File: config.mk
export PLATFORM = sky130hd
export DESIGN_NAME = maze_cell_explorer_unit
export DESIGN_NICKNAME = d
export VERILOG_FILES = /design/src/hdl/cmex_pkg.sv /design/src/hdl/maze_cell_explorer_unit.sv /design/src/hdl/cmex_ram.sv /design/src/hdl/cmex_cfg.sv /design/src/hdl/cmex_step.sv
export VERILOG_INCLUDE_DIRS = /design/src /design/src/hdl
export SDC_FILE = /design/constraint.sdc
export NUM_CORES = 1
export LEC_CHECK = 0
export BUFFER_PORTS_ARGS = -buffer_cell sky130_fd_sc_hd__buf_2
export CAP_MARGIN = 25
export CORE_MARGIN = 2
export CORE_UTILIZATION = 45
export DETAILED_ROUTE_END_ITERATION = 16
export HOLD_SLACK_MARGIN = 0.05
export PLACE_DENSITY = 0.63
export SLEW_MARGIN = 0
export SYNTH_ARGS = -nofsm -noshare
export SYNTH_HDL_FRONTEND = slang
export SYNTH_SLANG_ARGS = --single-unit
File: constraint.sdc
create_clock -name clk -period 20.5 [get_ports clk]
set_clock_uncertainty 0.15 [all_clocks]
set_input_delay 3.075 -clock clk [delete_from_list [all_inputs] [get_ports clk]]
set_output_delay 3.075 -clock clk [all_outputs]
set_load 0.01 [all_outputs]
File: src/hdl/maze_cell_explorer_unit_defines.svh
// Assertion macros shared by the maze cell explorer RTL.
`ifndef MAZE_CELL_EXPLORER_UNIT_DEFINES_SVH
`define MAZE_CELL_EXPLORER_UNIT_DEFINES_SVH

// Same-cycle implication, sampled on clk and disabled while arst_n is low.
`define CMEX_ASSERT_NOW(lbl, ante, cons, msg) \
	lbl: assert property (@(posedge clk) disable iff (!arst_n) (ante) |-> (cons)) \
		else $error(msg);

// Next-cycle implication, sampled on clk and disabled while arst_n is low.
`define CMEX_ASSERT_NEXT(lbl, ante, cons, msg) \
	lbl: assert property (@(posedge clk) disable iff (!arst_n) (ante) |=> (cons)) \
		else $error(msg);

`endif

File: src/hdl/cmex_pkg.sv
// Package with types, constants and helpers of the maze cell explorer.
`timescale 1ns / 1ps

package cmex_pkg;

	localparam int GRID_W = 8;
	localparam int GRID_H = 8;
	localparam int USE_W = (GRID_W < 8) ? GRID_W : 8;
	localparam int USE_H = (GRID_H < 8) ? GRID_H : 8;
	localparam int CELLS = GRID_W * GRID_H;
	localparam int CELL_AW = $clog2(CELLS);
	localparam int CELL_W = 9;
	localparam int VIS_BIT = 0;
	localparam int SIDE_LSB = 1;
	localparam int ADDR_W = 4;
	localparam int DATA_W = 32;

	typedef logic [11:0] dist_t;
	typedef logic [2:0] coord_t;
	typedef logic [1:0] head_t;
	typedef logic [1:0] side_t;
	typedef logic [CELL_W-1:0] cell_t;
	typedef logic [CELL_AW-1:0] cidx_t;
	typedef logic [ADDR_W-1:0] addr_t;
	typedef logic [DATA_W-1:0] data_t;

	typedef enum logic [2:0] {
		MOVE_FWD   = 3'd0,
		MOVE_RIGHT = 3'd1,
		MOVE_LEFT  = 3'd2,
		MOVE_BACK  = 3'd3,
		MOVE_NONE  = 3'd4
	} move_t;

	typedef enum logic [1:0] {
		REG_THRESH  = 2'd0,
		REG_START_X = 2'd1,
		REG_START_Y = 2'd2,
		REG_START_H = 2'd3
	} reg_idx_t;

	localparam side_t SIDE_WALL = 2'd0;
	localparam side_t SIDE_GAP  = 2'd1;
	localparam side_t SIDE_USED = 2'd2;

	localparam head_t DIR_N = 2'd0;
	localparam head_t DIR_E = 2'd1;
	localparam head_t DIR_S = 2'd2;
	localparam head_t DIR_W = 2'd3;

	localparam head_t REL_FWD   = 2'd0;
	localparam head_t REL_RIGHT = 2'd1;
	localparam head_t REL_BACK  = 2'd2;
	localparam head_t REL_LEFT  = 2'd3;
	localparam head_t REL_ORDER [4] = '{REL_FWD, REL_RIGHT, REL_LEFT, REL_BACK};

	localparam dist_t THRESH_RST = 12'd135;
	localparam int START_X_RST = 3;
	localparam int START_Y_RST = 4;
	localparam head_t START_H_RST = DIR_N;
	localparam coord_t POS_X_RST = coord_t'((START_X_RST < USE_W) ? START_X_RST : USE_W - 1);
	localparam coord_t POS_Y_RST = coord_t'((START_Y_RST < USE_H) ? START_Y_RST : USE_H - 1);

	typedef struct packed {
		dist_t  thresh;
		logic   ld_x;
		logic   ld_y;
		logic   ld_h;
		coord_t x;
		coord_t y;
		head_t  heading;
	} cfg_t;

	typedef struct packed {
		cell_t  cell_nxt;
		move_t  move;
		coord_t x;
		coord_t y;
		head_t  heading;
		logic   was_new;
		logic   blocked;
	} step_t;

	function automatic cidx_t cell_idx(input coord_t x, input coord_t y);
		int sum;
		sum = int'(y) * GRID_W + int'(x);
		return cidx_t'(sum);
	endfunction

endpackage

File: src/hdl/maze_cell_explorer_unit.sv
// Top level of the maze cell explorer: request register, cell store and result register.
// A request is held in the request register until it is processed, and its result in the result register.
// Throughput: one request per cycle unless out_stall holds the result register; the cell store
// write port and the pose registers are updated once per request.
// Reset: pose returns to the start pose, registers to their defaults, and per-cell valid
// flags clear at once, so the store reads as unvisited with no clearing pass.
`timescale 1ns / 1ps
`include "maze_cell_explorer_unit_defines.svh"

module maze_cell_explorer_unit (
	input  logic             clk,
	input  logic             arst_n,
	input  logic             psel,
	input  logic             penable,
	input  logic             pwrite,
	input  cmex_pkg::addr_t  paddr,
	input  cmex_pkg::data_t  pwdata,
	output cmex_pkg::data_t  prdata,
	output logic             pready,
	input  logic             in_valid,
	output logic             in_stall,
	input  cmex_pkg::dist_t  front_dist,
	input  cmex_pkg::dist_t  left_dist,
	input  cmex_pkg::dist_t  right_dist,
	output logic             out_valid,
	input  logic             out_stall,
	output cmex_pkg::move_t  move_taken,
	output cmex_pkg::coord_t pos_x_out,
	output cmex_pkg::coord_t pos_y_out,
	output cmex_pkg::head_t  heading_out,
	output logic             cell_was_new,
	output logic             edge_blocked
);
	import cmex_pkg::*;

	cfg_t   cfg;
	step_t  res;

	logic   vld_s1;
	dist_t  fd_s1;
	dist_t  ld_s1;
	dist_t  rd_s1;

	logic   vld_s2;
	move_t  move_s2;
	coord_t x_s2;
	coord_t y_s2;
	head_t  head_s2;
	logic   new_s2;
	logic   blk_s2;

	coord_t pos_x_q;
	coord_t pos_y_q;
	head_t  head_q;
	coord_t pos_x_d;
	coord_t pos_y_d;
	head_t  head_d;

	logic [CELLS-1:0] cell_vld_q;
	logic   fwd_q;
	cell_t  fwd_cell_q;
	cell_t  ram_rdata;
	cell_t  cell_in;
	cidx_t  cur_idx;
	cidx_t  rd_idx;

	logic   adv;
	logic   proc;
	logic   in_take;

	logic   pos_ok;
	logic   pose_held;
	logic   same_cell;

	cmex_cfg u_cfg (
		.clk     (clk),
		.arst_n  (arst_n),
		.psel    (psel),
		.penable (penable),
		.pwrite  (pwrite),
		.paddr   (paddr),
		.pwdata  (pwdata),
		.prdata  (prdata),
		.pready  (pready),
		.cfg     (cfg)
	);

	assign adv = !vld_s2 || !out_stall;
	assign proc = vld_s1 && adv;
	assign in_stall = vld_s1 && !adv;
	assign in_take = in_valid && !in_stall;

	always_ff @(posedge clk or negedge arst_n) begin
		if (!arst_n) begin
			vld_s1 <= 1'b0;
		end else if (in_take) begin
			vld_s1 <= 1'b1;
		end else if (proc) begin
			vld_s1 <= 1'b0;
		end
	end

	always_ff @(posedge clk) begin
		if (in_take) begin
			fd_s1 <= front_dist;
			ld_s1 <= left_dist;
			rd_s1 <= right_dist;
		end
	end

	// The store is read at the pose of the next cycle; a write to that same cell is forwarded.
	assign cur_idx = cell_idx(pos_x_q, pos_y_q);
	assign rd_idx = cell_idx(pos_x_d, pos_y_d);

	cmex_ram #(
		.WIDTH (CELL_W),
		.DEPTH (CELLS)
	) u_store (
		.clk   (clk),
		.we    (proc),
		.waddr (cur_idx),
		.wdata (res.cell_nxt),
		.raddr (rd_idx),
		.rdata (ram_rdata)
	);

	always_comb begin
		if (!cell_vld_q[cur_idx]) begin
			cell_in = '0;
		end else if (fwd_q) begin
			cell_in = fwd_cell_q;
		end else begin
			cell_in = ram_rdata;
		end
	end

	cmex_step u_step (
		.cell_in    (cell_in),
		.front_dist (fd_s1),
		.left_dist  (ld_s1),
		.right_dist (rd_s1),
		.thresh     (cfg.thresh),
		.pos_x      (pos_x_q),
		.pos_y      (pos_y_q),
		.heading    (head_q),
		.res        (res)
	);

	always_comb begin
		pos_x_d = pos_x_q;
		pos_y_d = pos_y_q;
		head_d = head_q;
		if (proc) begin
			pos_x_d = res.x;
			pos_y_d = res.y;
			head_d = res.heading;
		end
		if (cfg.ld_x) begin
			pos_x_d = cfg.x;
		end
		if (cfg.ld_y) begin
			pos_y_d = cfg.y;
		end
		if (cfg.ld_h) begin
			head_d = cfg.heading;
		end
	end

	always_ff @(posedge clk or negedge arst_n) begin
		if (!arst_n) begin
			pos_x_q <= POS_X_RST;
			pos_y_q <= POS_Y_RST;
			head_q <= START_H_RST;
			cell_vld_q <= '0;
			fwd_q <= 1'b0;
		end else begin
			pos_x_q <= pos_x_d;
			pos_y_q <= pos_y_d;
			head_q <= head_d;
			fwd_q <= proc && (cur_idx == rd_idx);
			if (proc) begin
				cell_vld_q[cur_idx] <= 1'b1;
			end
		end
	end

	always_ff @(posedge clk) begin
		fwd_cell_q <= res.cell_nxt;
	end

	always_ff @(posedge clk or negedge arst_n) begin
		if (!arst_n) begin
			vld_s2 <= 1'b0;
		end else if (proc) begin
			vld_s2 <= 1'b1;
		end else if (!out_stall) begin
			vld_s2 <= 1'b0;
		end
	end

	always_ff @(posedge clk) begin
		if (proc) begin
			move_s2 <= res.move;
			x_s2 <= res.x;
			y_s2 <= res.y;
			head_s2 <= res.heading;
			new_s2 <= res.was_new;
			blk_s2 <= res.blocked;
		end
	end

	assign out_valid = vld_s2;
	assign move_taken = move_s2;
	assign pos_x_out = x_s2;
	assign pos_y_out = y_s2;
	assign heading_out = head_s2;
	assign cell_was_new = new_s2;
	assign edge_blocked = blk_s2;

	assign pos_ok = (int'(pos_x_q) < USE_W) && (int'(pos_y_q) < USE_H);
	assign pose_held = (res.x == pos_x_q) && (res.y == pos_y_q) && (res.heading == head_q);
	assign same_cell = proc && (cur_idx == rd_idx);

	`CMEX_ASSERT_NOW(a_pos_in_grid, 1'b1, pos_ok, "pose left the usable grid")
	`CMEX_ASSERT_NOW(a_blocked_holds, vld_s1 && res.blocked, pose_held, "refused move changed the pose")
	`CMEX_ASSERT_NOW(a_blocked_has_move, vld_s2 && blk_s2, move_s2 != MOVE_NONE, "refused move unnamed")
	`CMEX_ASSERT_NOW(a_write_visited, proc, res.cell_nxt[VIS_BIT], "cell written back unvisited")
	`CMEX_ASSERT_NEXT(a_fwd_valid, same_cell, fwd_q && cell_vld_q[cur_idx], "forwarded cell not valid")

endmodule

File: src/hdl/cmex_ram.sv
// Generic single-write, single-read RAM with registered read data.
`timescale 1ns / 1ps

module cmex_ram #(
	parameter int WIDTH = 8,
	parameter int DEPTH = 16
) (
	input  logic                     clk,
	input  logic                     we,
	input  logic [$clog2(DEPTH)-1:0] waddr,
	input  logic [WIDTH-1:0]         wdata,
	input  logic [$clog2(DEPTH)-1:0] raddr,
	output logic [WIDTH-1:0]         rdata
);

	logic [WIDTH-1:0] mem [DEPTH];

	always_ff @(posedge clk) begin
		if (we) begin
			mem[waddr] <= wdata;
		end
		rdata <= mem[raddr];
	end

endmodule

File: src/hdl/cmex_cfg.sv
// APB register file holding the threshold and start pose registers.
`timescale 1ns / 1ps

module cmex_cfg (
	input  logic           clk,
	input  logic           arst_n,
	input  logic           psel,
	input  logic           penable,
	input  logic           pwrite,
	input  cmex_pkg::addr_t paddr,
	input  cmex_pkg::data_t pwdata,
	output cmex_pkg::data_t prdata,
	output logic           pready,
	output cmex_pkg::cfg_t cfg
);
	import cmex_pkg::*;

	dist_t    thresh_q;
	coord_t   sx_q;
	coord_t   sy_q;
	head_t    sh_q;
	logic     wr;
	reg_idx_t idx;

	assign pready = 1'b1;
	assign wr = psel && penable && pwrite;
	assign idx = reg_idx_t'(paddr[3:2]);

	always_ff @(posedge clk or negedge arst_n) begin
		if (!arst_n) begin
			thresh_q <= THRESH_RST;
			sx_q <= coord_t'(START_X_RST);
			sy_q <= coord_t'(START_Y_RST);
			sh_q <= START_H_RST;
		end else if (wr) begin
			unique case (idx)
				REG_THRESH:  thresh_q <= pwdata[11:0];
				REG_START_X: sx_q <= pwdata[2:0];
				REG_START_Y: sy_q <= pwdata[2:0];
				REG_START_H: sh_q <= pwdata[1:0];
				default: ;
			endcase
		end
	end

	always_comb begin
		unique case (idx)
			REG_THRESH:  prdata = data_t'(thresh_q);
			REG_START_X: prdata = data_t'(sx_q);
			REG_START_Y: prdata = data_t'(sy_q);
			REG_START_H: prdata = data_t'(sh_q);
			default:     prdata = '0;
		endcase
	end

	// A written start coordinate is saturated to the last usable column or row.
	always_comb begin
		cfg.thresh = thresh_q;
		cfg.ld_x = wr && (idx == REG_START_X);
		cfg.ld_y = wr && (idx == REG_START_Y);
		cfg.ld_h = wr && (idx == REG_START_H);
		cfg.x = (int'(pwdata[2:0]) < USE_W) ? pwdata[2:0] : coord_t'(USE_W - 1);
		cfg.y = (int'(pwdata[2:0]) < USE_H) ? pwdata[2:0] : coord_t'(USE_H - 1);
		cfg.heading = pwdata[1:0];
	end

endmodule

File: src/hdl/cmex_step.sv
// Cell update and move choice for one request at the current position.
`timescale 1ns / 1ps

module cmex_step (
	input  cmex_pkg::cell_t  cell_in,
	input  cmex_pkg::dist_t  front_dist,
	input  cmex_pkg::dist_t  left_dist,
	input  cmex_pkg::dist_t  right_dist,
	input  cmex_pkg::dist_t  thresh,
	input  cmex_pkg::coord_t pos_x,
	input  cmex_pkg::coord_t pos_y,
	input  cmex_pkg::head_t  heading,
	output cmex_pkg::step_t  res
);
	import cmex_pkg::*;

	side_t  sides [4];
	logic   was_new;
	logic   found;
	head_t  sel_dir;
	head_t  dir;
	head_t  rel;
	move_t  move;
	logic   off_grid;
	coord_t nx;
	coord_t ny;

	assign was_new = !cell_in[VIS_BIT];

	always_comb begin
		found = 1'b0;
		sel_dir = heading;
		move = MOVE_NONE;
		dir = heading;
		rel = REL_FWD;
		for (int d = 0; d < 4; d++) begin
			sides[d] = cell_in[SIDE_LSB + 2 * d +: 2];
			if (was_new) begin
				rel = head_t'(d) - heading;
				unique case (rel)
					REL_FWD:   sides[d] = (front_dist > thresh) ? SIDE_GAP : SIDE_WALL;
					REL_RIGHT: sides[d] = (right_dist > thresh) ? SIDE_GAP : SIDE_WALL;
					REL_LEFT:  sides[d] = (left_dist > thresh) ? SIDE_GAP : SIDE_WALL;
					REL_BACK:  sides[d] = SIDE_GAP;
					default:   sides[d] = SIDE_WALL;
				endcase
			end
		end
		// Try forward, right, left and back in that order.
		for (int k = 0; k < 4; k++) begin
			dir = heading + REL_ORDER[k];
			if (!found && sides[dir] == SIDE_GAP) begin
				found = 1'b1;
				sel_dir = dir;
				move = move_t'(3'(k));
			end
		end
		if (found) begin
			sides[sel_dir] = SIDE_USED;
		end
	end

	always_comb begin
		nx = pos_x;
		ny = pos_y;
		off_grid = 1'b0;
		unique case (sel_dir)
			DIR_N: begin
				off_grid = (pos_y == coord_t'(USE_H - 1));
				ny = pos_y + 3'd1;
			end
			DIR_E: begin
				off_grid = (pos_x == coord_t'(USE_W - 1));
				nx = pos_x + 3'd1;
			end
			DIR_S: begin
				off_grid = (pos_y == '0);
				ny = pos_y - 3'd1;
			end
			DIR_W: begin
				off_grid = (pos_x == '0);
				nx = pos_x - 3'd1;
			end
			default: ;
		endcase
	end

	always_comb begin
		res.cell_nxt = {sides[3], sides[2], sides[1], sides[0], 1'b1};
		res.move = move;
		res.was_new = was_new;
		res.blocked = found && off_grid;
		if (found && !off_grid) begin
			res.x = nx;
			res.y = ny;
			res.heading = sel_dir;
		end else begin
			res.x = pos_x;
			res.y = pos_y;
			res.heading = heading;
		end
	end

endmodule
* Yosys cells after proc, flatten, opt, wreduce, memory -nomap -nowiden
Memories as Yosys holds them, arrays and structs flattened. A register that Yosys moved wholly into a read port is not among the register bits.
Cells that the tools add are included.
** Word-level totals
- Bits in registers :: 161
- RAM bits :: 512
- Input bits :: 79
- Output and inout port bits :: 48
- Logic and storage cells :: 185
- Memories :: 1
** Memory list
- u_store.mem :: depth 64, bits a word 8, read ports 1, clocked after Yosys merged registers in 1, wr ports 1, RTL line cmex_ram.sv:16 : logic [WIDTH-1:0] mem [DEPTH];
** Cells by class
- Add/subtract/negate cells :: 13
- $lt $le $gt $ge :: 11
- Equality and inequality tests :: 26
- Mux-type cells :: 59
- Bitwise operators :: 9
- Reductions and logical operators :: 42
** Operators with widths (number)
- one-hot mux 32 bit (4 select lines) :: 1
- bitwise OR 64 bit :: 1
- two-way mux 2 bit :: 19
- > comparator 12 bit :: 3
- one-hot mux 2 bit (4 select lines) :: 4
- equality test 2 bit, second input constant :: 12
- equality test 2 x 1 -> 1 bit, second input constant :: 10
- two-way mux 9 bit :: 2
- binary-select mux 2 bit (select 2 bit) :: 4
- logical AND 1 bit :: 16
- two-way mux 1 bit :: 16
- two-way mux 8 bit :: 2
- greater-or-equal comparator 3 bit, second input constant :: 5
- two-way mux 3 bit :: 5
- NOT 2 -> 3 bit :: 5
- adder 6 x 3 -> 6 bit :: 2
- logical NOT 2 bit :: 6
- one-hot mux 3 bit (2 select lines) :: 2
- logical NOT 1 bit :: 9
- AND reduction 2 bit :: 4
- < comparator 6 x 7 -> 1 bit, second input constant :: 1
- adder 3 x 1 -> 3 bit, second input constant :: 2
- binary-select mux 1 bit (select 6 bit) :: 1
- demux 1 bit (select 6 bit) :: 1
- 20 further kinds :: 27

* Logic depth before layout (Yosys ltp)
Gate-level depths: netlist of run 1.
- Depth in word-level cells :: 29
- Gate-level depth with buffers :: 28
- Gate-level depth less buffers :: 22

* Cells and area by module
Synthesis of run 1 repeated with hierarchy kept, for this count alone.
** Unflattened totals
- Cell total of the unflattened synthesis :: 1779
- Area, all modules :: 31273.7 um2
** Modules (own cells, without submodules)
- cmex_ram :: instances 1, cells each 1020, area each 22594.2 um2, seq. area each 17476.8 um2
- maze_cell_explorer_unit :: instances 1, cells each 388, area each 5392.7 um2, seq. area each 3532.1 um2
- cmex_step :: instances 1, cells each 274, area each 2077.0 um2, seq. area each 0.0 um2
- cmex_cfg :: instances 1, cells each 97, area each 1209.9 um2, seq. area each 509.2 um2

* Worst setup path before layout of run 1
No wires, ideal clock.
- Path type :: input port to output port
- Start :: in paddr[3]
- End :: out prdata[1]
- Data arrival time :: 3888 ps
- Required time :: 17275 ps
- Slack :: 13387 ps
- Cell stages on the path :: 2
- Buffers on the path :: 1
- Cell sequence :: clkbuf_1 -> mux4_2
** Between the ends
- Longest elaborated chain between the ends :: 2
** RTL lines
- start: declaration :: RTL line maze_cell_explorer_unit.sv:16 : input cmex_pkg::addr_t paddr,
- equality test 2 bit (tied with other cells) :: RTL line cmex_cfg.sv:47 : unique case (idx)
- one-hot mux 32 bit (4 select lines) * :: RTL line cmex_cfg.sv:47
- end: declaration :: RTL line maze_cell_explorer_unit.sv:18 : output cmex_pkg::data_t prdata,
Mark *: on every way between the ends. The rest lies on a longest branch, timed or not. The select of a mux whose other input is x is not followed.

* Final worst setup path of run 1
- Start :: reg pos_x_q[1]
- End :: reg u_store.rdata[6], read port of u_store.mem
** Between the ends
- Longest elaborated chain between the ends :: 27
** RTL lines
- start: declaration :: RTL line maze_cell_explorer_unit.sv:52 : coord_t pos_x_q;
- start signal: assignment :: RTL line maze_cell_explorer_unit.sv:177 : pos_x_q <= pos_x_d;
- adder 6 x 3 -> 6 bit :: RTL line cmex_pkg.sv:86 : sum = int'(y) * GRID_W + int'(x);
- binary-select mux 1 bit (select 6 bit) :: RTL line maze_cell_explorer_unit.sv:128 : if (!cell_vld_q[cur_idx]) begin
- two-way mux 1 bit (not written as such) :: RTL line maze_cell_explorer_unit.sv:128
- two-way mux 9 bit :: RTL line maze_cell_explorer_unit.sv:128
- two-way mux 2 bit :: RTL line cmex_step.sv:38 : if (was_new) begin
- binary-select mux 2 bit (select 2 bit) :: RTL line cmex_step.sv:52 : if (!found && sides[dir] == SIDE_GAP) begin
- two-way mux 2 bit (not written as such) (2 in a row) :: RTL line cmex_step.sv:52
- equality test 2 x 1 -> 1 bit :: RTL line cmex_step.sv:52
- (+10 left out)
- equality test 2 bit (tied with other cells) :: RTL line cmex_step.sv:67 : unique case (sel_dir)
- one-hot mux 1 bit (4 select lines) :: RTL line cmex_step.sv:67
- logical NOT 1 bit :: RTL line cmex_step.sv:93 : if (found && !off_grid) begin
- logical AND 1 bit :: RTL line cmex_step.sv:93
- two-way mux 8 bit :: RTL line cmex_step.sv:93
- two-way mux 3 bit :: RTL line maze_cell_explorer_unit.sv:153 : if (proc) begin
- two-way mux 3 bit, on equally long branches :: RTL line maze_cell_explorer_unit.sv:158, maze_cell_explorer_unit.sv:161
- adder 6 x 3 -> 6 bit * :: RTL line cmex_pkg.sv:86
- end: declaration :: RTL line cmex_ram.sv:13 : output logic [WIDTH-1:0] rdata
Marked as above.
A chain may end at the register's enable or synchronous reset.

==> run metrics, run 1 <==
status=completed; Final WS setup=roughly 11 ns; post-synthesis async set-or-reset flop share=14.1%; hpwl dp=49.4 mm; TritonCTS buffer count=72; Fmax=107 MHz; initial drt markers=1901; top post-synthesis cells by area=edfxtp_1 (55%), dfrtp_1 (7.0%), mux2i_1 (5.2%); WP data required=20.81 ns; mean routed wirelength per cell=~24 um; Slew Limit Fails=0; DR vias/cell=5.95; post-route cell area=33900 um2; CP max stage delay=1.11 ns; Gate Count Post-Synth=2319; effective utilization at floorplan=45.4%; Crit Path Class=flop to flop; number of flops mapped to enable cells by yosys=561; share of cells above drive strength 1=17.3%; GRT overflow=0; reg2reg path depth=21; Final Hold Vio Count=0; initial antenna violation count=2; routability congestion estimate=0.877; Sink Count=672; Max-slew headroom=between 20% and 30%; max_cap viols=0; first-pass GRT wire length=between 100 and 150 mm; Avg Inst Size Synth=13.1 um2; Post-CTS Setup Bufs=0; I/O pin count=127; RR Endpoint=u_store.rdata[6]; CP Capture Type=flop; Clock Tree Buf Depth=3; maximum fanout along the worst path=74; fin crit share=45.6%; area grow syn2layout=11.3%; critical path launch point type=flop; CP max-delay cell=dfstp_2; worst-margin pin slew=1.17 ns; # nets final=2504; Routed Antenna Nets=0; die width=264 um; vias in the first global route=19300; Core ar.=67200 um2; dpl ws=roughly 11 ns; Worst R2R Setup Slack=around 11 ns; clock slew at reported path FFs=0.06 ns; worst-skew pair later-pin latency=0.61 ns; row cnt=95; hold_buf cts=0; CTS Root Cell=clkbuf_16; Cell variety after synth=109; FF-to-FF Start=pos_x_q[1]; DRC Markers=0; setup TNS=0 ns; WL final=80.5 mm; cts repair resizes=0; Post-Syn Area=30500 um2; Placed Cells incl. Taps=3166; CP Cell Sequence=nor2b_1, a22oi_1, a22oi_1, nor2_2, a2111oi_4, and2_4, o21ai_0, o221a_2, nor3_1, nor2_1, fa_1, nand2_1, nor4_1, nor3_4, buf_4, inv_4, buf_4, mux2i_1, a21boi_0, nor4bb_1, nor4_2; fin crit period=9.35 ns; CP startpoint=pos_x_q[1]; first-pass detailed-route iteration total=5; Total Routing Usage GR=22.9%; Die Footprint=69800 um2; die height=264 um; worst path arrival time=9.66 ns; Ys Warns=0; fill cell count=roughly 5600; unrepaired setup endpoints after global routing=false; Setup crit end=u_store.rdata[6]; H-Tree Depth=3; flops & latches, synth=672; top cell type by total area after synthesis=edfxtp_1; dpl cell area=31300 um2; top-area cell type share of the netlist area=55.3%; TritonCTS clock tree=yes; path type of the worst min-delay path=flop to flop; Hold Crit Depth=2; Seq/Total Area, Yosys=64.2%; Final Setup Violations=0; largest net degree at the start of global routing=135; I/O Buffers=83; most used flip-flop cell after synthesis=edfxtp_1; fin cells=3313; routed via count=19700
==> flip-flops by register name (all words and copies together) (netlist names), 2 cells and up <==
signal	count
cell_vld_q	64
fd_s1	12
fwd_cell_q	8
head_q	2
heading_out	2
ld_s1	12
move_taken	3
pos_x_out	3
pos_x_q	3
pos_y_out	3
pos_y_q	3
rd_s1	12
u_cfg.sh_q	2
u_cfg.sx_q	3
u_cfg.sy_q	3
u_cfg.thresh_q	12
u_store.mem	512
u_store.rdata	8
==> worst max-delay path, delay by kind of cell (launching register included) <==
kind            cells  cell delay, ns
compound gates      6            1.88
fa+ha+maj           1            0.53
buf+inv             3            1.83
flops               1            1.11
mux                 1            0.28
simple gates       10            3.29
==> synthesized netlist by cell type, types with 7 or more instances <==
cell and n:
a22oi_1 12, edfxtp_1 561, a221o_1 19, nor4bb_1 7, a22o_1 13, a211oi_1 27
and4_1 13, dfrtp_1 85, and2_1 7, buf_2 39, dfstp_2 10, ha_1 43
o211ai_1 40, mux2i_1 158, mux2_2 39, a21boi_0 17, xnor2_1 10, buf_4 39
a31oi_1 18, or2_2 68, a21oi_1 182, clkbuf_8 8, dfxtp_1 16, inv_1 26
buf_6 19, and3_1 16, nand2b_1 8, nand3_1 32, nor4_1 7, o22ai_1 9
nand4_1 13, o21ai_0 166, a221oi_1 17, nor3_1 22, nand2_1 202, a21o_1 9
clkbuf_1 50, nor2_1 152
==> cells by family after synthesis <==
| logic type | Yosys count | synth area share (%) |
|---|---|---|
| buffers and inverters | 196 | 4.14 |
| adder cells (fa/ha/maj) | 45 | 1.90 |
| AO/OA/AOI/OAI | 590 | 12.5 |
| XOR/XNOR | 13 | 0.435 |
| AND/OR/NAND/NOR | 599 | 9.95 |
| flip-flops | 672 | 64.2 |
| multiplexers | 202 | 6.90 |
| other | 2 | 0.0246 |
==> area by class of cell <==
class	instances	area (um2)	area share [%]
clock inverters	31	319	0.941
clock buffers	100	2120	6.24
flip-flops and latches	672	19600	57.7
diodes	3	7.51	0.0221
multi-input cells	1470	9860	29.1
repair buffers	132	826	2.44
inverters	32	128	0.376
well taps	873	1090	3.22
==> cell usage in the layout, fill, tap and decap left out, drive strengths merged, types with 19 or more instances in the layout <==
master  count
a211oi     28
a21oi     184
a221o      19
a31oi      20
buf       130
clkbuf    102
clkinv     20
conb       21
dfrtp      85
edfxtp    561
ha         43
inv        33
mux2       42
mux2i     158
nand2     203
nand3      32
nor2      154
nor3       25
o211ai     42
o21ai     170
or2        69
==> stage by stage <==
| stage | hold WS, ns | utilization, % |
|---|---|---|
| global placement | 0.296 | 46.6 |
| floorplan | 0.280 | - |
| global route | 0.327 | 50.5 |
| detailed placement | 0.298 | 46.7 |
| CTS | 0.308 | 50.3 |
| finish | 0.305 | 50.5 |
==> metal layers <==
layer	share of wire (%)	wire, um	global-route usage [%]	vias up
met4	3.2	2560	7.83	0
met5	0	0	0	-
met1	43	34400	31.2	9965
met2	48	38300	36.7	734
met3	6.6	5310	4.45	143
li1	-	-	-	8870
==> worst min path at each step <==
stage,start,end
final,u_cfg.sx_q[0],u_cfg.sx_q[0]
after global placement,cell_vld_q[46],cell_vld_q[46]
after global routing,cell_vld_q[44],cell_vld_q[44]
after floorplan,cell_vld_q[16],cell_vld_q[16]
after detailed placement,u_cfg.sx_q[0],u_cfg.sx_q[0]
after CTS,u_cfg.sx_q[0],u_cfg.sx_q[0]
Power of run 1 is not shown: default switching activity piles up to over one toggle a cycle in this logic, so the estimate is an artifact.
==> run 2: changes to the inputs <==
Settings changed: PLACE_DENSITY 0.63 to 0.66.
Clock period 20.5 ns to 8.04 ns, I/O delays scaled along.
==> run metrics, run 2 (synthesis results as in run 1) <==
Fmax=132 MHz; mean routed wirelength per cell=24.5 um; DRC Markers=0; CP Cell Sequence=clkinv_1, a221o_1, a2bb2oi_1, o22ai_1, a2111oi_4, and2_4, a211oi_1, o32ai_1, nand3_1, nor2_1, fa_1, nand2_1, nor4_1, nor3_4, buf_4, o21ai_0, o211ai_1, nor4bb_1, nor4_2; Die Footprint=69800 um2; worst path arrival time=roughly 7.9 ns; initial drt markers=2173; fin crit share=94.4%; vias in the first global route=19500; TritonCTS clock tree=yes; Core ar.=67200 um2; max reg flops=512; CP Capture Type=flop; FF-to-FF Start=pos_x_q[2]; critical path launch point type=flop; I/O Buffers=83; status=completed; H-Tree Depth=3; Buf/Inv on CP=2; path type of the worst min-delay path=flop to flop; Crit path max-delay family=compound AO/OA/AOI/OAI gates; commonest non-fill, non-tap cell in the layout=edfxtp_1; GRT overflow=0; worst-margin pin slew=1.07 ns; register area=19600 um2; area grow syn2layout=11.3%; DR vias/cell=approximately 6; row cnt=95; fin crit period=7.59 ns; Setup crit end=u_store.rdata[4]; largest net degree at the start of global routing=135; Final Setup Violations=0; Max-slew headroom=28.3%; Sink Count=672; Largest regs=u_store.mem: 512 flops, cell_vld_q: 64 flops; I/O pin count=127; WP data required=8.36 ns; fin util=approximately half; maximum fanout along the worst path=50; hpwl dp=51.6 mm; max_cap viols=0; CTS Root Cell=clkbuf_16; area taken by multi-input logic gates=9850 um2; setup TNS=0 ns; die height=264 um; RR Endpoint=u_store.rdata[4]; TritonCTS buffer count=72; share of cells above drive strength 1=between 15 and 20%; Post-CTS Setup Bufs=0; WL final=81.4 mm; CP max stage delay=a little under 0.8 ns; CP startpoint=pos_x_q[2]; WP depth=19; CP max-delay cell=dfrtp_1; Total Routing Usage GR=23.2%; dpl cell area=31600 um2; most frequent cells in the layout=edfxtp_1 (561), nand2_1 (202), a21oi_1 (180), o21ai_0 (165), mux2i_1 (158); Most flops, register=u_store.mem; fill cell count=5634; first-pass detailed-route iteration total=6; post-route cell area=around 34000 um2; clock slew at reported path FFs=0.06 ns; worst-skew pair later-pin latency=0.61 ns; hold_buf cts=0; die width=264 um; routed via count=20000; routability congestion estimate=0.895; Worst R2R Setup Slack=0.45 ns; Final Hold Vio Count=0; Clock Tree Buf Depth=3; effective utilization at floorplan=a little under half; reg2reg path depth=19; Routed Antenna Nets=0; Hold Slack=0.315 ns; unrepaired setup endpoints after global routing=false; Slew Limit Fails=0; initial antenna violation count=5; # nets final=about 2500; first-pass GRT wire length=approximately 120 mm; Crit Path Class=flop to flop
[run 2: area by class of cell]
class / instances / area share (%)
diodes: 2 / 0.0148
clock buffers: 91 / 5.68
clock inverters: 34 / 0.683
inverters: 32 / 0.376
multi-input cells: 1470 / 29.1
flip-flops and latches: 672 / 57.7
well taps: 873 / 3.22
repair buffers: 156 / 3.29
[run 2: routing by layer]
| metal | track usage (%) | vias to the layer above | part of all wire, % |
|---|---|---|---|
| met5 | 0 | - | 0.038 |
| met2 | 37.4 | 836 | 47 |
| met1 | 31.4 | 10100 | 42 |
| met4 | 8.31 | 4 | 3.5 |
| met3 | 4.28 | 148 | 7.4 |
| li1 | - | 8909 | - |
[run 2: what timing repair did]
action / 4_1_cts / 5_1_grt
endpoints found under the setup margin: 0 / 1
gates resized for setup: 0 / 1
hold endpoints to repair: 0 / 0
[run 2: metrics by stage]
stage          instances  setup WS, ns
2_1_floorplan       2338          1.03
3_3_place_gp        3183         0.596
3_5_place_dp        3190         0.536
4_1_cts             3315         0.497
5_1_grt             3329       0.00414
6_report            3330         0.450
[run 2: worst min-delay path by stage]
| stage | startpoint | end | slack, ns | cells past startpoint |
|---|---|---|---|---|
| 2_1_floorplan | cell_vld_q[16] | cell_vld_q[16] | 0.28 | 1 |
| 3_3_place_gp | cell_vld_q[60] | cell_vld_q[60] | 0.29 | 1 |
| 3_5_place_dp | cell_vld_q[16] | cell_vld_q[16] | 0.30 | 1 |
| 4_1_cts | arst_n | u_cfg.thresh_q[10] | 0.30 | 1 |
| 5_1_grt | cell_vld_q[35] | cell_vld_q[35] | 0.32 | 1 |
| 6_report | cell_vld_q[55] | cell_vld_q[55] | 0.31 | 1 |
Power of run 2 is left out for the same reason.
==> run 3: changes to the inputs <==
Settings changed: CELL_PAD_IN_SITES_DETAIL_PLACEMENT set to 2, CELL_PAD_IN_SITES_GLOBAL_PLACEMENT set to 2, CORE_UTILIZATION 45 to 41, CTS_BUF_LIST set to sky130_fd_sc_hd__clkbuf_2 sky130_fd_sc_hd__clkbuf_4 sky130_fd_sc_hd__clkbuf_8, PLACE_DENSITY 0.66 to 0.8.
==> run metrics, run 3 (synthesis results as in run 1) <==
maximum fanout along the worst path=26; hpwl dp=roughly 67 mm; Largest regs=u_store.mem: 512 flops, cell_vld_q: 64 flops; DRC Markers=0; Die Footprint=approximately 77000 um2; # nets final=~2600; I/O pin count=127; fin util=between 40% and 50%; cts repair resizes=0; first-pass GRT wire length=156 mm; register area=19600 um2; area grow syn2layout=12.6%; Most flops, register=u_store.mem; Final Setup Violations=0; mean routed wirelength per cell=30.4 um; TritonCTS buffer count=between 100 and 150; fin crit period=7.90 ns; share of cells above drive strength 1=21.4%; CTS Root Cell=clkbuf_8; worst-skew pair later-pin latency=about 0.76 ns; I/O Buffers=83; GRT overflow=0; hold_buf cts=0; routability congestion estimate=0.880; die width=between 200 and 300 um; status=completed; area taken by multi-input logic gates=9880 um2; Post-CTS Setup Bufs=0; Crit Path Class=flop to flop; fin crit share=98.3%; Fmax=127 MHz; first-pass detailed-route iteration total=7; clock slew at reported path FFs=around 0.070 ns; max_cap viols=0; Routed Antenna Nets=0; row cnt=99; largest net degree at the start of global routing=roughly 110; Total Routing Usage GR=27.2%; Slew Limit Fails=0; Sink Count=672; DR vias/cell=6.07; WL final=around 110 mm; fill cell count=7092; Core ar.=73300 um2; setup TNS=0 ns; CP Capture Type=flop; max reg flops=approximately 510; worst-margin pin slew=1.11 ns; critical path launch point type=flop; TritonCTS clock tree=yes; H-Tree Depth=3; routed via count=~21000; initial drt markers=1869; initial antenna violation count=10; most frequent cells in the layout=edfxtp_1 (561), nand2_1 (202), a21oi_1 (180), o21ai_0 (165), mux2i_1 (158); Clock Tree Buf Depth=3; worst path arrival time=8.38 ns; effective utilization at floorplan=between 40% and 50%; vias in the first global route=~24000; unrepaired setup endpoints after global routing=false; Max-slew headroom=25.7%; path type of the worst min-delay path=primary input to async pin; commonest non-fill, non-tap cell in the layout=edfxtp_1; die height=277 um; WP data required=8.52 ns; Final Hold Vio Count=0
-- run 3: cell types whose count changed in the layout (fill, tap and decap cells not counted), sizes merged --
cell      previous run  this run
buf                155       170
clkbuf              92       174
clkinv              30        28
clkinvlp             2         1
diode                2        10
inv                 32        35
-- run 3: final cells by class --
class / count / share of cell area (%)
flip-flops and latches: 672 / 57.0
multi-input cells: 1470 / 28.8
clock buffers: 172 / 5.91
repair buffers: 172 / 3.63
well taps: 959 / 3.50
clock inverters: 34 / 0.737
inverters: 32 / 0.372
diodes: 10 / 0.0729
-- run 3: per-stage QoR --
step | area, um2 | std cells | hold slack, ns | setup WS, ns
floorplan | 30500 | 2338 | 0.280 | 1.03
global placement | 31700 | 3282 | 0.295 | 0.582
detailed placement | 31800 | 3293 | 0.302 | 0.422
CTS | 34100 | 3499 | 0.165 | 0.339
global route | 34300 | 3519 | 0.172 | 0.0198
finish | 34300 | 3521 | 0.207 | 0.137
-- run 3: routing by layer --
metal	up-vias	routed length [um]	global-route usage (%)
met5	-	13	0
li1	9062	-	-
met3	280	6040	4.26
met2	796	53200	46.1
met4	2	4770	12.0
met1	11200	43100	34.5
-- run 3: worst paths after layout --
path | slack, ns | cells past startpoint | startpoint | endpoint
setup / recovery | 0.14 | 22 | pos_x_q[0] | u_store.rdata[2]
min in group clk | 0.32 | 1 | cell_vld_q[50] | cell_vld_q[50]
hold / removal | 0.21 | 1 | arst_n | u_cfg.thresh_q[9]
hold reg to reg | 0.32 | 1 | cell_vld_q[50] | cell_vld_q[50]
setup reg to reg | 0.14 | 22 | pos_x_q[0] | u_store.rdata[2]
max in group asynchronous | 6.56 | 3 | arst_n | pos_x_q[0]
-- run 3: critical path: stages (launching register included) --
cell and delay, ns:
dfstp_2 0.83, buf_4 0.43, inv_1 0.12, buf_4 0.24, nand4_1 0.12, and3_1 0.19, nand3_1 0.16, a2111oi_4 0.67
and2_4 0.46, o32ai_1 0.20, o32ai_1 0.57, nand3_1 0.15, buf_4 0.23, nor2_1 0.15, fa_1 0.32, o311ai_1 0.20
a2111o_1 0.46, o211ai_2 0.24, and2_2 0.53, buf_4 0.31, o211ai_1 0.35, and4_1 0.38, nor4_2 0.29
Power of run 3 is left out for the same reason.
